<file path="src/sv/aoc_pkg.sv">
// aoc_pkg: shared widths, types and constants for the alpha-over compositor.
// No dependencies; imported by every module of the block.

package aoc_pkg;

    localparam int COORD_BITS_DEF  = 12;
    localparam int CH_BITS         = 8;
    localparam int LANES           = 3;
    localparam int PIX_BITS        = 2 * (LANES + 1) * CH_BITS;
    localparam int DEN_BITS        = 2 * CH_BITS;
    localparam int NUM_BITS        = 3 * CH_BITS;
    localparam int DIV_STAGES      = CH_BITS;
    localparam int ALPHA_PROD_BITS = 32;
    localparam int RECIP_SHIFT     = 23;
    localparam int CFG_DATA_BITS   = 12;
    localparam int CFG_INDEX_BITS  = 1;

    typedef logic [CH_BITS-1:0]        chan_t;
    typedef logic [DEN_BITS-1:0]       den_t;
    typedef logic [NUM_BITS-1:0]       num_t;
    typedef logic [CFG_INDEX_BITS-1:0] cfg_index_t;

    localparam chan_t CHAN_MAX  = '1;
    // ceil(2^23 / 255): x / 255 == (x * RECIP_255) >> 23 for x <= 255 * 255
    localparam den_t  RECIP_255 = 16'h8081;

    localparam cfg_index_t CFG_OFFSET_X = 1'b0;
    localparam cfg_index_t CFG_OFFSET_Y = 1'b1;

    typedef struct packed {
        logic  valid;
        logic  zero;
        chan_t alpha;
    } aoc_side_t;

endpackage

</file>
<file path="src/sv/aoc_lane.sv">
// aoc_lane: one color channel: weighted numerator and an 8-stage restoring divider.
// Depends on aoc_pkg; divisor per stage comes from aoc_front.

module aoc_lane
    import aoc_pkg::*;
(
    input  logic  aclk,
    input  logic  adv,
    input  chan_t src_chan,
    input  chan_t dst_chan,
    input  chan_t src_alpha,
    input  den_t  wd_s1,
    input  den_t  den_pipe [DIV_STAGES],
    output chan_t quot
);

    den_t  csa_reg;
    chan_t cd_s1_reg;
    num_t  num_reg;
    num_t  num_next;
    num_t  csa_ext;
    num_t  cd_wd;
    num_t  rem_reg [DIV_STAGES];
    chan_t q_reg   [DIV_STAGES];

    assign csa_ext  = NUM_BITS'(csa_reg);
    assign cd_wd    = NUM_BITS'(cd_s1_reg) * NUM_BITS'(wd_s1);
    assign num_next = (csa_ext << CH_BITS) - csa_ext + cd_wd;

    always_ff @(posedge aclk) begin
        if (adv) begin
            csa_reg   <= DEN_BITS'(src_chan) * DEN_BITS'(src_alpha);
            cd_s1_reg <= dst_chan;
            num_reg   <= num_next;
        end
    end

    for (genvar k = 0; k < DIV_STAGES; k++) begin : g_div
        localparam int SH = DIV_STAGES - 1 - k;
        num_t              rem_in;
        chan_t             q_in;
        logic [NUM_BITS:0] trial;
        num_t              rem_next;
        chan_t             q_next;

        if (k == 0) begin : g_first
            assign rem_in = num_reg;
            assign q_in   = '0;
        end else begin : g_rest
            assign rem_in = rem_reg[k-1];
            assign q_in   = q_reg[k-1];
        end

        assign trial    = {1'b0, rem_in} - ({1'b0, NUM_BITS'(den_pipe[k])} << SH);
        assign rem_next = trial[NUM_BITS] ? rem_in : trial[NUM_BITS-1:0];
        assign q_next   = {q_in[CH_BITS-2:0], ~trial[NUM_BITS]};

        always_ff @(posedge aclk) begin
            if (adv) begin
                rem_reg[k] <= rem_next;
                q_reg[k]   <= q_next;
            end
        end
    end

    assign quot = q_reg[DIV_STAGES-1];

endmodule

</file>
<file path="src/sv/aoc_front.sv">
// aoc_front: shared pipeline: alpha weights, divisor, output alpha, coordinates.
// Depends on aoc_pkg; feeds the lanes and aoc_merge.

module aoc_front
    import aoc_pkg::*;
#(
    parameter int COORD_BITS = COORD_BITS_DEF,
    localparam int SUM_BITS = COORD_BITS + 1
) (
    input  logic                  aclk,
    input  logic                  aresetn,
    input  logic                  adv,
    input  logic                  in_valid,
    input  chan_t                 src_alpha,
    input  chan_t                 dst_alpha,
    input  logic [COORD_BITS-1:0] src_row,
    input  logic [COORD_BITS-1:0] src_col,
    input  logic [COORD_BITS-1:0] offset_x,
    input  logic [COORD_BITS-1:0] offset_y,
    output den_t                  wd_s1,
    output den_t                  den_pipe [DIV_STAGES],
    output aoc_side_t             side,
    output logic [SUM_BITS-1:0]   dest_row,
    output logic [SUM_BITS-1:0]   dest_col
);

    logic                       v_s1_reg;
    logic                       v_s2_reg;
    chan_t                      sa_s1_reg;
    chan_t                      sa_s2_reg;
    den_t                       wd_s1_reg;
    den_t                       as255_s1_reg;
    chan_t                      aq_s2_reg;
    logic [SUM_BITS-1:0]        row_s1_reg;
    logic [SUM_BITS-1:0]        col_s1_reg;
    logic [SUM_BITS-1:0]        row_s2_reg;
    logic [SUM_BITS-1:0]        col_s2_reg;
    den_t                       den_pipe_reg [DIV_STAGES];
    aoc_side_t                  side_reg     [DIV_STAGES];
    logic [SUM_BITS-1:0]        row_d_reg    [DIV_STAGES];
    logic [SUM_BITS-1:0]        col_d_reg    [DIV_STAGES];
    logic [ALPHA_PROD_BITS-1:0] aprod;
    den_t                       sa_ext;
    aoc_side_t                  side_next;

    assign sa_ext = DEN_BITS'(src_alpha);
    assign aprod  = ALPHA_PROD_BITS'(wd_s1_reg) * ALPHA_PROD_BITS'(RECIP_255);

    always_comb begin
        side_next.valid = v_s2_reg;
        side_next.zero  = (den_pipe_reg[0] == '0);
        side_next.alpha = sa_s2_reg + aq_s2_reg;
    end

    always_ff @(posedge aclk) begin
        if (!aresetn) begin
            v_s1_reg <= 1'b0;
            v_s2_reg <= 1'b0;
            for (int k = 0; k < DIV_STAGES; k++) begin
                side_reg[k] <= '0;
            end
        end else if (adv) begin
            v_s1_reg    <= in_valid;
            v_s2_reg    <= v_s1_reg;
            side_reg[0] <= side_next;
            for (int k = 1; k < DIV_STAGES; k++) begin
                side_reg[k] <= side_reg[k-1];
            end
        end
    end

    always_ff @(posedge aclk) begin
        if (adv) begin
            sa_s1_reg       <= src_alpha;
            wd_s1_reg       <= DEN_BITS'(dst_alpha) * DEN_BITS'(CHAN_MAX - src_alpha);
            as255_s1_reg    <= (sa_ext << CH_BITS) - sa_ext;
            row_s1_reg      <= SUM_BITS'(src_row) + SUM_BITS'(offset_y);
            col_s1_reg      <= SUM_BITS'(src_col) + SUM_BITS'(offset_x);
            sa_s2_reg       <= sa_s1_reg;
            aq_s2_reg       <= aprod[RECIP_SHIFT +: CH_BITS];
            den_pipe_reg[0] <= as255_s1_reg + wd_s1_reg;
            row_s2_reg      <= row_s1_reg;
            col_s2_reg      <= col_s1_reg;
            row_d_reg[0]    <= row_s2_reg;
            col_d_reg[0]    <= col_s2_reg;
            for (int k = 1; k < DIV_STAGES; k++) begin
                den_pipe_reg[k] <= den_pipe_reg[k-1];
                row_d_reg[k]    <= row_d_reg[k-1];
                col_d_reg[k]    <= col_d_reg[k-1];
            end
        end
    end

    assign wd_s1    = wd_s1_reg;
    assign den_pipe = den_pipe_reg;
    assign side     = side_reg[DIV_STAGES-1];
    assign dest_row = row_d_reg[DIV_STAGES-1];
    assign dest_col = col_d_reg[DIV_STAGES-1];

endmodule

</file>
<file path="src/sv/aoc_merge.sv">
// aoc_merge: joins the lane quotients with alpha and coordinates into one beat,
// output register plus skid register. Depends on aoc_pkg.

module aoc_merge
    import aoc_pkg::*;
#(
    parameter int COORD_BITS = COORD_BITS_DEF,
    localparam int SUM_BITS = COORD_BITS + 1,
    localparam int BEAT_BITS = (LANES + 1) * CH_BITS + 2 * SUM_BITS,
    localparam int M_DATA_BITS = ((BEAT_BITS + 7) / 8) * 8
) (
    input  logic                   aclk,
    input  logic                   aresetn,
    input  aoc_side_t              side,
    input  chan_t                  quot [LANES],
    input  logic [SUM_BITS-1:0]    dest_row,
    input  logic [SUM_BITS-1:0]    dest_col,
    output logic                   in_ready,
    output logic                   m_tvalid,
    input  logic                   m_tready,
    output logic [M_DATA_BITS-1:0] m_tdata
);

    logic [LANES*CH_BITS-1:0] color;
    logic [BEAT_BITS-1:0]     beat;
    logic                     in_fire;
    logic                     out_valid_reg;
    logic                     out_valid_next;
    logic [BEAT_BITS-1:0]     out_data_reg;
    logic [BEAT_BITS-1:0]     out_data_next;
    logic                     skid_valid_reg;
    logic                     skid_valid_next;
    logic [BEAT_BITS-1:0]     skid_data_reg;
    logic [BEAT_BITS-1:0]     skid_data_next;

    always_comb begin
        for (int l = 0; l < LANES; l++) begin
            color[l*CH_BITS +: CH_BITS] = side.zero ? '0 : quot[l];
        end
        beat = {dest_col, dest_row, side.alpha, color};
    end

    assign in_ready = !skid_valid_reg;
    assign in_fire  = side.valid && in_ready;

    always_comb begin
        out_valid_next  = out_valid_reg;
        out_data_next   = out_data_reg;
        skid_valid_next = skid_valid_reg;
        skid_data_next  = skid_data_reg;
        if (m_tready || !out_valid_reg) begin
            if (skid_valid_reg) begin
                out_valid_next  = 1'b1;
                out_data_next   = skid_data_reg;
                skid_valid_next = 1'b0;
            end else begin
                out_valid_next = in_fire;
                out_data_next  = beat;
            end
        end else if (in_fire) begin
            skid_valid_next = 1'b1;
            skid_data_next  = beat;
        end
    end

    always_ff @(posedge aclk) begin
        if (!aresetn) begin
            out_valid_reg  <= 1'b0;
            skid_valid_reg <= 1'b0;
        end else begin
            out_valid_reg  <= out_valid_next;
            skid_valid_reg <= skid_valid_next;
        end
    end

    always_ff @(posedge aclk) begin
        out_data_reg  <= out_data_next;
        skid_data_reg <= skid_data_next;
    end

    assign m_tvalid = out_valid_reg;
    assign m_tdata  = M_DATA_BITS'(out_data_reg);

endmodule

</file>
<file path="src/sv/alpha_over_compositor_unit.sv">
// alpha_over_compositor_unit: Porter-Duff over of non-premultiplied RGBA8 pixels.
// Depends on aoc_pkg, aoc_front, aoc_lane, aoc_merge.
//
// Usage:
//   s_ channel: one beat per pixel pair (source RGBA, background RGBA, source
//   row and column). m_ channel: one beat per input beat, in order, carrying
//   the composited RGBA and the destination row and column (source position
//   plus the paste offset). Offsets are written over the cfg_ port while the
//   block is idle; index CFG_OFFSET_X is the column offset, CFG_OFFSET_Y the row.
//   Throughput: one beat per cycle while the skid register is empty. A beat
//   passes through two weighting stages (the first loaded at the accepting
//   edge), eight divider stages (one quotient bit each, the three color lanes
//   side by side) and the output register before it shows on m_tvalid.
//   The pipeline advances while the skid register is empty, so when m_tready
//   drops the output register holds its beat, one more beat lands in the skid
//   register and s_tready then goes low until the output drains.
//   Reset clears both offsets and every valid flag; no beat is output and
//   s_tready is high in the first cycle after reset.

module alpha_over_compositor_unit
    import aoc_pkg::*;
#(
    parameter int COORD_BITS = COORD_BITS_DEF,
    localparam int SUM_BITS = COORD_BITS + 1,
    localparam int S_DATA_BITS = ((PIX_BITS + 2 * COORD_BITS + 7) / 8) * 8,
    localparam int M_DATA_BITS = (((LANES + 1) * CH_BITS + 2 * SUM_BITS + 7) / 8) * 8
) (
    input  logic                     aclk,
    input  logic                     aresetn,
    input  logic                     s_tvalid,
    output logic                     s_tready,
    // src_red, src_green, src_blue, src_alpha, dst_red, dst_green, dst_blue,
    // dst_alpha, src_row, src_col, zero pad
    input  logic [S_DATA_BITS-1:0]   s_tdata,
    output logic                     m_tvalid,
    input  logic                     m_tready,
    // out_red, out_green, out_blue, out_alpha, dest_row, dest_col, zero pad
    output logic [M_DATA_BITS-1:0]   m_tdata,
    input  logic                     cfg_wr_en,
    input  cfg_index_t               cfg_index,
    input  logic [CFG_DATA_BITS-1:0] cfg_wr_data
);

    logic [COORD_BITS-1:0] offset_x_reg;
    logic [COORD_BITS-1:0] offset_y_reg;
    logic                  adv;
    den_t                  wd_s1;
    den_t                  den_pipe [DIV_STAGES];
    aoc_side_t             side;
    logic [SUM_BITS-1:0]   dest_row;
    logic [SUM_BITS-1:0]   dest_col;
    chan_t                 quot [LANES];

    always_ff @(posedge aclk) begin
        if (!aresetn) begin
            offset_x_reg <= '0;
            offset_y_reg <= '0;
        end else if (cfg_wr_en) begin
            unique case (cfg_index)
                CFG_OFFSET_X: offset_x_reg <= COORD_BITS'(cfg_wr_data);
                CFG_OFFSET_Y: offset_y_reg <= COORD_BITS'(cfg_wr_data);
                default: ;
            endcase
        end
    end

    assign s_tready = adv;

    aoc_front #(
        .COORD_BITS(COORD_BITS)
    ) u_front (
        .aclk      (aclk),
        .aresetn   (aresetn),
        .adv       (adv),
        .in_valid  (s_tvalid),
        .src_alpha (s_tdata[LANES*CH_BITS +: CH_BITS]),
        .dst_alpha (s_tdata[(2*LANES+1)*CH_BITS +: CH_BITS]),
        .src_row   (s_tdata[PIX_BITS +: COORD_BITS]),
        .src_col   (s_tdata[PIX_BITS+COORD_BITS +: COORD_BITS]),
        .offset_x  (offset_x_reg),
        .offset_y  (offset_y_reg),
        .wd_s1     (wd_s1),
        .den_pipe  (den_pipe),
        .side      (side),
        .dest_row  (dest_row),
        .dest_col  (dest_col)
    );

    for (genvar l = 0; l < LANES; l++) begin : g_lane
        aoc_lane u_lane (
            .aclk      (aclk),
            .adv       (adv),
            .src_chan  (s_tdata[l*CH_BITS +: CH_BITS]),
            .dst_chan  (s_tdata[(LANES+1+l)*CH_BITS +: CH_BITS]),
            .src_alpha (s_tdata[LANES*CH_BITS +: CH_BITS]),
            .wd_s1     (wd_s1),
            .den_pipe  (den_pipe),
            .quot      (quot[l])
        );
    end

    aoc_merge #(
        .COORD_BITS(COORD_BITS)
    ) u_merge (
        .aclk     (aclk),
        .aresetn  (aresetn),
        .side     (side),
        .quot     (quot),
        .dest_row (dest_row),
        .dest_col (dest_col),
        .in_ready (adv),
        .m_tvalid (m_tvalid),
        .m_tready (m_tready),
        .m_tdata  (m_tdata)
    );

endmodule

</file>
<file path="config.mk">
export PLATFORM = sky130hd
export DESIGN_NAME = alpha_over_compositor_unit
export DESIGN_NICKNAME = d
export VERILOG_FILES = /design/src/sv/aoc_pkg.sv /design/src/sv/aoc_lane.sv /design/src/sv/aoc_front.sv /design/src/sv/aoc_merge.sv /design/src/sv/alpha_over_compositor_unit.sv
export SDC_FILE = /design/constraint.sdc
export NUM_CORES = 2
export LEC_CHECK = 0
export ABC_CLOCK_PERIOD_IN_PS = 39700
export BUFFER_PORTS_ARGS = -buffer_cell sky130_fd_sc_hd__buf_2
export CORE_MARGIN = 8
export CORE_UTILIZATION = 45
export CTS_CLUSTER_DIAMETER = 50
export CTS_CLUSTER_SIZE = 25
export DETAILED_ROUTE_END_ITERATION = 12
export PLACE_DENSITY = 0.62
export SLEW_MARGIN = 15
export SYNTH_ARGS = -nofsm -noshare
export SYNTH_HDL_FRONTEND = slang
export SYNTH_SLANG_ARGS = --single-unit
</file>
<file path="constraint.sdc">
create_clock -name aclk -period 39.7 [get_ports aclk]
set_input_delay 3.97 -clock aclk [delete_from_list [all_inputs] [get_ports aclk]]
set_output_delay 3.97 -clock aclk [all_outputs]
set_load 0.05 [all_outputs]
</file>
==> flow_summary.ini <==
[synth]
syn_area_per_cell_um2 = 11.6
yosys_warnings = 0
synth_edf_count = 1395
async_flop_share_pct = 0
synthFlopType = edfxtp_1
syn_area_mm2 = 0.0920
synthDistinctLibCells = 103
synth_seq_cells = 1423
syn_inst = 7915
synth_seq_area_share_pct = 46.1

[job]
drv_cap = 0

[route]
drc = 0
dr_wl_met2_um = 98800
viasPerCell = 5.26
routedWlPerCell_um = 18.2
wl_met1_um = 86500
routed.top_layer = met5
routed_wl_um = 199000
num_vias = 57500
drt_iter0_drc = 3356
wl_met3_um = 7230
drtAntennaViolNets = 0
dr.pass1.iters = 8

[worst_setup_path]
worst_setup_path_end_kind = flip-flop
crit_chain = buf_2 -> nor2b_1 -> fa_1 -> fa_1 -> inv_1 -> fa_1 -> fa_1 -> inv_1 -> ha_1 -> o21ai_0 -> a21boi_0 -> o21ai_0 -> a21boi_0 -> o21ai_0 -> a21oi_1 -> o41ai_1 -> xnor2_1
critical_path_arrival_ns = 8.63
crit_slowest_cell = buf_2
cp-start-kind = primary input
worstPathRequired_ns = 40.25
critPathMostFrequentCell = fa_1
crit_type = in -> reg
slowest_delay_ns = 0.55
critical_path.max_fanout = 33

[floorplanning]
start_util_pct = 45.1
coreArea_mm2 = 0.204
die_area_mm2 = 0.219
die_w_um = 468
ios = 172
rows = 166
die_h_um = 468

[layout]
fin_nets = 9534
most-common-layout-cells = edfxtp_1, inv_1, ha_1
drive_gt1_share_pct = 8.50
mostFrequentLayoutCell = edfxtp_1
area_delta_synth_final_pct = 10.1
fin_util_pct = 49.7
fillerInstances = 17900
largest_reg_flops = 504
finalNonFillerCells = 10900

[timing]
rsz0062_at_grt = no
clock-skew-final_ns = 0.0738
worstMarginPinSlew_ns = 1.13
final_max_slew_viol_count = 0
clock.fmax_ghz = 0.124
fin_crit_ns = 8.08
finalCritPeriodShare_pct = 20.4
whs_ns = 0.393
finalSetupViolCount = 0
tns_ns = 0
hold_viol = 0
slew_headroom_pct = 24.9

[clocking]
clk_latency_ns = 0.82
cts_made_buffers = 152
hold_buffers = 0
cts.clk_slew.worst_paths_ns = 0.08
clock-sinks = 1423
clock-root-buffer = clkbuf_16
ctsResizeCount = 0
cts_max_level = 4
cts_tree = yes
clock_path_buffers = 3
cts_setup_buffers = 0

[global_route]
grt_pass1_vias = 59200
grt-ovfl-total = 0
grt_pass1_wl_um = 316000
grt_use_total_pct = 17.9
grt_max_degree = 182
antenna_found_initial = 2

[place]
dpl.cell_count = 10600
gp_congestion = 0.889
portBuffers = 165
detailed_place_hpwl_um = 155000

[worst_hold_path]
holdCritPathClass = reg -> reg

[run_status]
status = finished, final reports clean
[synthesized netlist by cell type, types with 42 or more instances]
cell type,n,share of area [%]
xnor2_1,287,2.7
edfxtp_1,1395,46
a21o_1,132,1.1
a21oi_1,360,2.0
xor2_1,144,1.4
nor3_1,124,0.67
ha_1,807,11
or3_1,47,0.32
inv_1,891,3.6
clkbuf_1,140,0.57
nand3_1,69,0.38
nand2b_1,120,0.82
mux2_2,134,1.6
o21ai_1,43,0.23
and2_1,405,2.8
o21ai_0,280,1.5
fa_1,508,11
nand2_1,642,2.6
a211oi_1,42,0.34
o21a_1,88,0.72
a21boi_0,63,0.51
nor2b_1,149,1.0
nor2_1,411,1.7
[routing by layer]
| layer | vias to the layer above | global-route usage, % |
|---|---|---|
| met5 | - | 0 |
| met4 | 4 | 6.11 |
| met3 | 356 | 2.52 |
| met2 | 1118 | 32.0 |
| met1 | 27900 | 22.3 |
| li1 | 28000 | - |
[final timing paths]
check	from	end	slack [ns]	depth (start not counted)
min	g_lane[1].u_lane.q_reg[0][8]	g_lane[1].u_lane.q_reg[0][17]	0.39	0
max reg2reg	u_front.wd_s1[5]	g_lane[0].u_lane.g_div[0].rem_in[23]	33.32	20
max	s_tdata[25]	u_front.wd_s1[15]	31.62	17
min reg2reg	g_lane[1].u_lane.q_reg[0][8]	g_lane[1].u_lane.q_reg[0][17]	0.39	0
[cells by family (layout without fill, tap and decap cells)]
| logic type | after synthesis | count (layout) | synth area share (%) |
|---|---|---|---|
| simple gates | 2146 | 2146 | 11.7 |
| buf+inv | 1077 | 1396 | 4.46 |
| fa+ha+maj | 1315 | 1315 | 22.0 |
| mux | 183 | 183 | 2.20 |
| xor+xnor | 431 | 431 | 4.10 |
| other cells | 1 | 7 | 0.00408 |
| compound gates | 1339 | 1339 | 9.42 |
| flops | 1423 | 1423 | 46.1 |
[worst max-delay path, delay by kind of cell]
family,cells,cell delay (ns)
fa+ha+maj,5,2.38
compound gates,7,1.32
buf+inv,3,0.64
simple gates,1,0.18
xor+xnor,1,0.10
[stage by stage]
step	cell area, µm²	worst slack, ns
floorplan	92000	1.90
global placement	96000	30.89
detailed placement	96000	30.81
CTS	101000	31.70
global route	101000	31.34
finish	101000	31.62
[cell type report]
class / instances / area (µm²) / share of cell area [%]
flip-flops and latches: 1423 / 42500 / 41.9
inverters: 896 / 3370 / 3.33
clock buffers: 163 / 3840 / 3.79
well taps: 2688 / 3360 / 3.32
repair buffers: 220 / 1260 / 1.25
multi-input cells: 5420 / 45500 / 44.9
clock inverters: 117 / 1530 / 1.50
diodes: 1 / 2.50 / 0.00247
Power is not shown: default switching activity piles up to over one toggle a cycle in this logic, so the estimate is an artifact.
